==> src/hdl/gradient_color_ramp_builder_core_defines.svh <==
// Assertion macros for the gradient colour ramp builder.
`ifndef GRADIENT_COLOR_RAMP_BUILDER_CORE_DEFINES_SVH
`define GRADIENT_COLOR_RAMP_BUILDER_CORE_DEFINES_SVH

`ifndef SYNTHESIS
`define GCRB_ASSERT(lbl, prop) \
  lbl: assert property (@(posedge clk_i) disable iff (!rst_ni) (prop)) \
    else $error("gcrb assertion failed");
`define GCRB_ASSERT_NEXT(lbl, pre, post) \
  lbl: assert property (@(posedge clk_i) disable iff (!rst_ni) (pre) |=> (post)) \
    else $error("gcrb assertion failed");
`else
`define GCRB_ASSERT(lbl, prop)
`define GCRB_ASSERT_NEXT(lbl, pre, post)
`endif

`endif

==> src/hdl/gcrb_pkg.sv <==
// Types, constants and helper functions of the gradient colour ramp builder.
`default_nettype none
package gcrb_pkg;

  localparam int RAMP_WIDTH = 1024;
  localparam int MAX_STOPS  = 16;
  localparam int RAMP_IW    = $clog2(RAMP_WIDTH);
  localparam int RAMP_CW    = RAMP_IW + 1;
  localparam int STOP_IW    = $clog2(MAX_STOPS);
  localparam int STOP_CW    = STOP_IW + 1;
  localparam int POS_W      = 17;
  localparam int POS_SHIFT  = 16 - RAMP_IW;
  localparam int FRAC_W     = 16;
  localparam int DIV_W      = 8 + FRAC_W;
  localparam int DIV_CNT_W  = $clog2(DIV_W + 1);
  localparam int ACC_W      = DIV_W + 2;
  localparam int COL_W      = 32;
  localparam int PIX_IN_W   = 10;

  typedef enum logic [1:0] {
    CMD_CLEAR = 2'd0,
    CMD_ADD   = 2'd1,
    CMD_READ  = 2'd2,
    CMD_NONE  = 2'd3
  } cmd_e;

  typedef enum logic [3:0] {
    S_IDLE,
    S_INS_CHK,
    S_INS_CMP,
    S_RB_RD,
    S_RB_SEG,
    S_RB_DIV,
    S_RB_PIX,
    S_RB_NEXT,
    S_RB_FILL,
    S_RD_ISSUE,
    S_RD_DATA,
    S_DONE
  } state_e;

  typedef struct packed {
    logic [POS_W-1:0] offset;
    logic [COL_W-1:0] color;
  } stop_t;

  typedef struct packed {
    logic               start;
    logic               neg;
    logic [DIV_W-1:0]   mag;
    logic [RAMP_CW-1:0] den;
  } div_req_t;

  typedef struct packed {
    logic                    done;
    logic signed [ACC_W-1:0] quot;
  } div_rsp_t;

  function automatic logic [7:0] premul(input logic [7:0] c, input logic [7:0] a);
    logic [15:0] x;
    logic [16:0] y;
    x = c * a;
    y = {1'b0, x} + {9'd0, x[15:8]} + 17'd1;
    return y[15:8];
  endfunction

  function automatic logic [7:0] clamp8(input logic signed [ACC_W-1:0] acc);
    logic [ACC_W-FRAC_W-1:0] b;
    b = acc[ACC_W-1:FRAC_W];
    if (acc[ACC_W-1]) return 8'd0;
    if (b > 255) return 8'hFF;
    return b[7:0];
  endfunction

endpackage
`default_nettype wire

==> src/hdl/gcrb_div.sv <==
// Bit-serial signed divider for the per-pixel colour step.
`default_nettype none
module gcrb_div import gcrb_pkg::*; (
  input  wire logic     clk_i,
  input  wire logic     rst_ni,
  input  wire div_req_t req_i,
  output div_rsp_t      rsp_o
);

  logic                 busy_q, busy_d;
  logic                 done_q, done_d;
  logic [DIV_CNT_W-1:0] cnt_q, cnt_d;
  logic [DIV_W-1:0]     n_q, n_d;
  logic [RAMP_CW-1:0]   rem_q, rem_d;
  logic [RAMP_CW-1:0]   den_q, den_d;
  logic                 neg_q, neg_d;
  logic [RAMP_CW:0]     trial;

  always_comb begin
    busy_d = busy_q;
    done_d = 1'b0;
    cnt_d  = cnt_q;
    n_d    = n_q;
    rem_d  = rem_q;
    den_d  = den_q;
    neg_d  = neg_q;
    trial  = {rem_q, n_q[DIV_W-1]};
    if (req_i.start) begin
      busy_d = 1'b1;
      cnt_d  = '0;
      n_d    = req_i.mag;
      rem_d  = '0;
      den_d  = req_i.den;
      neg_d  = req_i.neg;
    end else if (busy_q) begin
      if (trial >= {1'b0, den_q}) begin
        rem_d = RAMP_CW'(trial - {1'b0, den_q});
        n_d   = {n_q[DIV_W-2:0], 1'b1};
      end else begin
        rem_d = trial[RAMP_CW-1:0];
        n_d   = {n_q[DIV_W-2:0], 1'b0};
      end
      cnt_d = cnt_q + 1'b1;
      if (cnt_q == DIV_CNT_W'(DIV_W - 1)) begin
        busy_d = 1'b0;
        done_d = 1'b1;
      end
    end
  end

  always_ff @(posedge clk_i or negedge rst_ni) begin
    if (!rst_ni) begin
      busy_q <= 1'b0;
      done_q <= 1'b0;
      cnt_q  <= '0;
    end else begin
      busy_q <= busy_d;
      done_q <= done_d;
      cnt_q  <= cnt_d;
    end
  end

  always_ff @(posedge clk_i) begin
    n_q   <= n_d;
    rem_q <= rem_d;
    den_q <= den_d;
    neg_q <= neg_d;
  end

  assign rsp_o.done = done_q;
  assign rsp_o.quot = neg_q ? -$signed({2'b00, n_q}) : $signed({2'b00, n_q});

endmodule
`default_nettype wire

==> config.mk <==
export PLATFORM = sky130hd
export DESIGN_NAME = gcrb_div
export DESIGN_NICKNAME = d
export VERILOG_FILES = /design/src/hdl/gradient_color_ramp_builder_core_defines.svh /design/src/hdl/gcrb_pkg.sv /design/src/hdl/gcrb_div.sv
export SDC_FILE = /design/constraint.sdc
export NUM_CORES = 1
export LEC_CHECK = 0
export BUFFER_PORTS_ARGS = -buffer_cell sky130_fd_sc_hd__buf_4
export CAP_MARGIN = 20
export CORE_MARGIN = 3
export CORE_UTILIZATION = 24
export CTS_BUF_LIST = sky130_fd_sc_hd__clkbuf_8
export CTS_CLUSTER_SIZE = 8
export DETAILED_ROUTE_END_ITERATION = 8
export PLACE_DENSITY_LB_ADDON = 0.12
export SYNTH_ARGS = -nofsm -noshare
export SYNTH_HDL_FRONTEND = slang
export SYNTH_SLANG_ARGS = --single-unit
==> constraint.sdc <==
create_clock -name clk_i -period 5 [get_ports clk_i]
set_input_delay 1 -clock clk_i [delete_from_list [all_inputs] [get_ports clk_i]]
set_output_delay 1 -clock clk_i [all_outputs]
set_load 0.02 [all_outputs]
### Yosys cells after proc, flatten, opt, wreduce, memory -nomap -nowiden

Cells that the tools add are included.
Widths: inputs -> output; s select.

* muxes and demuxes: 13
* divide/modulo/power cells: 0
* multiply operators: 0
* shift-type cells: 0
* equal/unequal tests: 1
* reductions and logical operators: 1
* add/sub/neg operators: 3
* bitwise logic cells: 0
* magnitude comparators: 1

Operators by type and width (number)
* $mux 24: 2
* $mux 26: 1
* $neg 24->26: 1
* $ge 12x11->1: 1
* $mux 11: 1
* $sub 11x11->11: 1
* $mux 5: 2
* $mux 1: 7
* $add 5x1->5 const B: 1
* $eq 5x5->1 const B: 1
* $reduce_bool 2->1: 1

* word-level logic and storage cells: 26
* output and inout bits: 27
* bits in registers: 54
* input bits: 39
* memories: 0
* latch bits: 0
* bits in read-only memories: 0
* bits in writable memories: 0

### Depth between registers and ports, before layout

* word-level depth: 4
* depth in mapped cells: 10
* mapped depth without buffers: 9

### Least setup slack after synthesis

Ideal clock, no wire load.

* path type: register to output
* start point: reg n_q[17]
* end point: out rsp_o[23] in the netlist's numbering
* data required time: 4.000 ns
* path buffers: 0
* data arrival time: 1.961 ns
* stages on the path, launching flop included: 7
* slack: 2.039 ns
* cells stage by stage: edfxtp_1 or4_4 or4_4 nor2_4 nand2_2 a21oi_2 xnor2_1

RTL lines
* start: declaration: RTL line gcrb_div.sv:13 `logic [DIV_W-1:0] n_q, n_d;`
* start signal: assignment: RTL line gcrb_div.sv:64 `n_q <= n_d;`
* end: declaration: RTL line gcrb_div.sv:7 `output div_rsp_t rsp_o`

==> results by stage <==
Timing:
- Setup violations remaining at the end of the flow were counted as 0.
- The transition time of the tightest slew-check pin is 1.011 ns.
- The achievable clock frequency is slightly below 300 MHz.
- In the finished design, the share of the clock period the worst path needs comes to 0.6888.
- The total count of max-transition violations in the final report came to 0.
- Setup repair after global routing left no endpoint under its margin.
- Setup slack closes at approximately 1.6 ns.
- The remaining max-slew budget at the tightest pin is 0.3261.
- Summed over all failing endpoints, the final setup total negative slack is 0 ns.
- Hold is met by 0.4636 ns.
- The final setup skew is approximately 0.0056 ns.
- After layout, the minimum clock period comes to about 3.4 ns.
- The final-report hold violation count was 0.

Floorplanning:
- The die covers about 0.015 sq mm.
- The vertical extent of the die is 123.0 um.
- The starting utilization of the core area is 0.2470.
- The region available for standard cell placement spans between 0.01 and 0.015 sq mm.
- In this run the core area contains 42 standard-cell rows.
- The die extent in x is around 120 um.
- 66 I/O pins were placed.

Yosys:
- Among all flip-flop cells after synthesis, the most frequent one is edfxtp_1.
- Of the synthesized area, sequential elements account for 0.4495.
- In this run, distinct cell masters in the synthesized netlist total 54.
- The synthesized design contains 36 enable-type register cells.
- The mapped cell area is approximately 0.0033 sq mm.
- The share of synthesized registers carrying an async set or reset is 0.1296.
- The Yosys step of the flow raised 0 warnings.
- The mean instance size in the synthesized netlist is between 10 and 15 sq um.
- The number of synthesized register bits is between 50 and 60.
- The number of instances in the synthesized netlist is 312.
- The synthesized netlist net count is approximately 370.

Layout:
- From synthesis to final layout, the design area changed by 21.75%.
- The final layout contains approximately 420 nets.
- The core utilization of the finished layout is 0.3008.
- The post-layout instance count excluding filler cells is 545.
- The final design instance area without fill is ~0.004 sq mm.
- 0 antenna diodes ended up in the layout.
- In the final layout, the share of cells above drive strength 1 is 0.2846.

Power and ir drop:
- The leakage power is about 1.6 nW.
- Dividing total power by cell area gives a power density of 383.3 mW/mm^2.
- The worst-case IR drop observed on VDD is about 0.13 mV.
- The power consumption is roughly 1.5 mW.

Global route:
- The first global-routing pass estimated around 12 mm of wire.
- The residual overflow from global routing is 0.
- For this run, the total global-route usage over all layers was measured as 0.1007.
- The initial antenna violation count was 0.
- The via count of the first global-routing pass is 2363.
- Entering global routing, the biggest net connects 60 pins.

CTS:
- The clock sink count is 54.
- The number of gates given a new drive strength after cts is 0.
- In this run the deepest clock path goes through 2 buffers.
- The worst-skew pair later-pin latency is about 0.32 ns.
- The count of buffers added by post-CTS timing repair for setup is 0.
- The number of buffers inserted during clock tree synthesis is 5.
- TritonCTS built the clock tree.
- The H-tree was split into 2 levels.
- Buffers inserted to repair hold after CTS numbered 0.
- The clock slew seen by the registers of the worst setup and hold paths is around 0.1 ns.
- The cell sitting at the root of the clock tree is a clkbuf_8.

Placed design:
- In this run the cell area measured after placement is about 0.0039 sq mm.
- The count of port buffers added during placement is 65.
- The wire-length estimate of the detail-placed layout is approximately 5.4 mm.
- The weighted congestion at the end of routability-driven global placement is around 0.78.
- The placed instance count is about 540.
- The worst-case setup slack after placement is 1.902 ns.

Routing:
- In the final routed layout, each cell accounts on average for 13.59 um.
- The final wirelength is about 7.4 mm.
- After the first detailed-routing iteration, the DRC count stood at 135.
- The number of remaining DRC errors is 0.
- The first TritonRoute pass finished after 4 iterations.
- Using the TritonRoute via totals, the vias-per-cell ratio works out to around 4.4.
- In this run the remaining antenna-violating nets after routing total 0.
- The final route contains 2403 vias.

Setup path:
- The kind of launch point of the worst setup path is a flop.
- The critical path starts at n_q[17]$_DFFE_PP_.
- The worst register-to-register path begins at n_q[23]$_DFFE_PP_.
- The type of destination of the critical path is an output port.
- The highest fanout seen on the critical path is 4.
- The arrival time of data at the critical path endpoint is about 2.4 ns.
- The critical path in this run is classified as reg -> out.
- The required time reported for the critical path endpoint is 4.00 ns.

Job:
- The number of max-cap violations is 0.

Status:
- The flow ran to the end, and the final reports show no timing, DRC or antenna violations.

Worst hold path:
- The path type of the worst min-delay path is in -> async.
==> final timing paths <==
path	to	slack, ns	cells after the start
max	rsp_o[21]	1.56	7
min	done_q$_DFF_PN0_	0.46	1
max in group asynchronous	cnt_q[2]$_DFFE_PN0P_	4.41	1
max reg2reg	rem_q[0]$_SDFFE_PP0P_	2.03	9
min in group clk_i	rem_q[3]$_SDFFE_PP0P_	0.52	2
min reg2reg	rem_q[3]$_SDFFE_PP0P_	0.52	2
==> logic make-up after synthesis <==
family,Yosys count,share of synthesized area
xor gates and xnor gates,31,0.08267
muxes,30,0.1002
buffers and inverters,33,0.04267
adders and majority gates,14,0.05562
and+or+nand+nor,87,0.1429
DFF,54,0.4495
AOI/OAI and AO/OA,63,0.1265
==> worst max-delay path, stage by stage (launching register included) <==
cell,delay (ns)
edfxtp_1,0.44
or4_4,0.58
or4_4,0.47
nor2_4,0.13
inv_1,0.06
a21oi_2,0.14
xnor2_1,0.14
buf_4,0.17
==> registers in the layout, indices dropped and copies added (netlist names) <==
name,count
cnt_q,5
den_q,11
n_q,24
neg_q,1
done_q,1
busy_q,1
rem_q,11
==> where the power goes <==
group	internal [mW]	switching, mW
Combinational	0.310	0.354
Sequential	0.552	0.0710
Clock	0.0956	0.151
Total	0.957	0.575
==> cell usage in the layout, fill, tap and decap left out, types with 3 or more instances in the layout <==
master    count
a211oi_1      8
a21oi_1       9
buf_4        65
clkbuf_8      5
dfrtp_1       7
dfxtp_1      11
edfxtp_1     36
ha_1         13
inv_1        18
mux2_2       22
mux2i_1       7
nand2_1      23
nand2b_1      5
nand3_1       5
nand4_1       3
nor2_1       23
nor4_1        3
o21a_1        3
o21ai_0      11
o21ai_1       8
o31ai_1       4
o41ai_1       4
or3_1         4
xnor2_1      19
xor2_1       12
==> Yosys cell counts, types with 8 or more instances <==
cell	number	area (sq um)
dfxtp_1	11	220.2
xor2_1	12	105.1
nor2_1	23	86.33
a21oi_1	9	45.04
inv_1	17	63.81
xnor2_1	19	166.4
edfxtp_1	36	1081
clkbuf_1	10	37.54
mux2_2	22	247.7
o21ai_0	11	55.05
ha_1	13	162.7
o21ai_1	8	40.04
nand2_1	23	86.33
a211oi_1	8	60.06
==> area by class of cell <==
type | instances | area [sq um]
tap | 176 | 220.2
inverter | 17 | 63.81
sequential | 54 | 1476
timing repair buffer | 65 | 488.0
clock buffer | 5 | 68.82
clock inverter | 3 | 13.76
multi-input combinational | 225 | 1668
fill | 1385 | 9296
==> routing by layer <==
metal	global-route usage	part of all wire	vias up
li1	-	-	1242
met4	0.04637	0.017	0
met3	0.02287	0.063	8
met2	0.1537	0.44	54
met1	0.1357	0.47	1099
met5	0	0	-
Power figures use the tool's default switching activity.
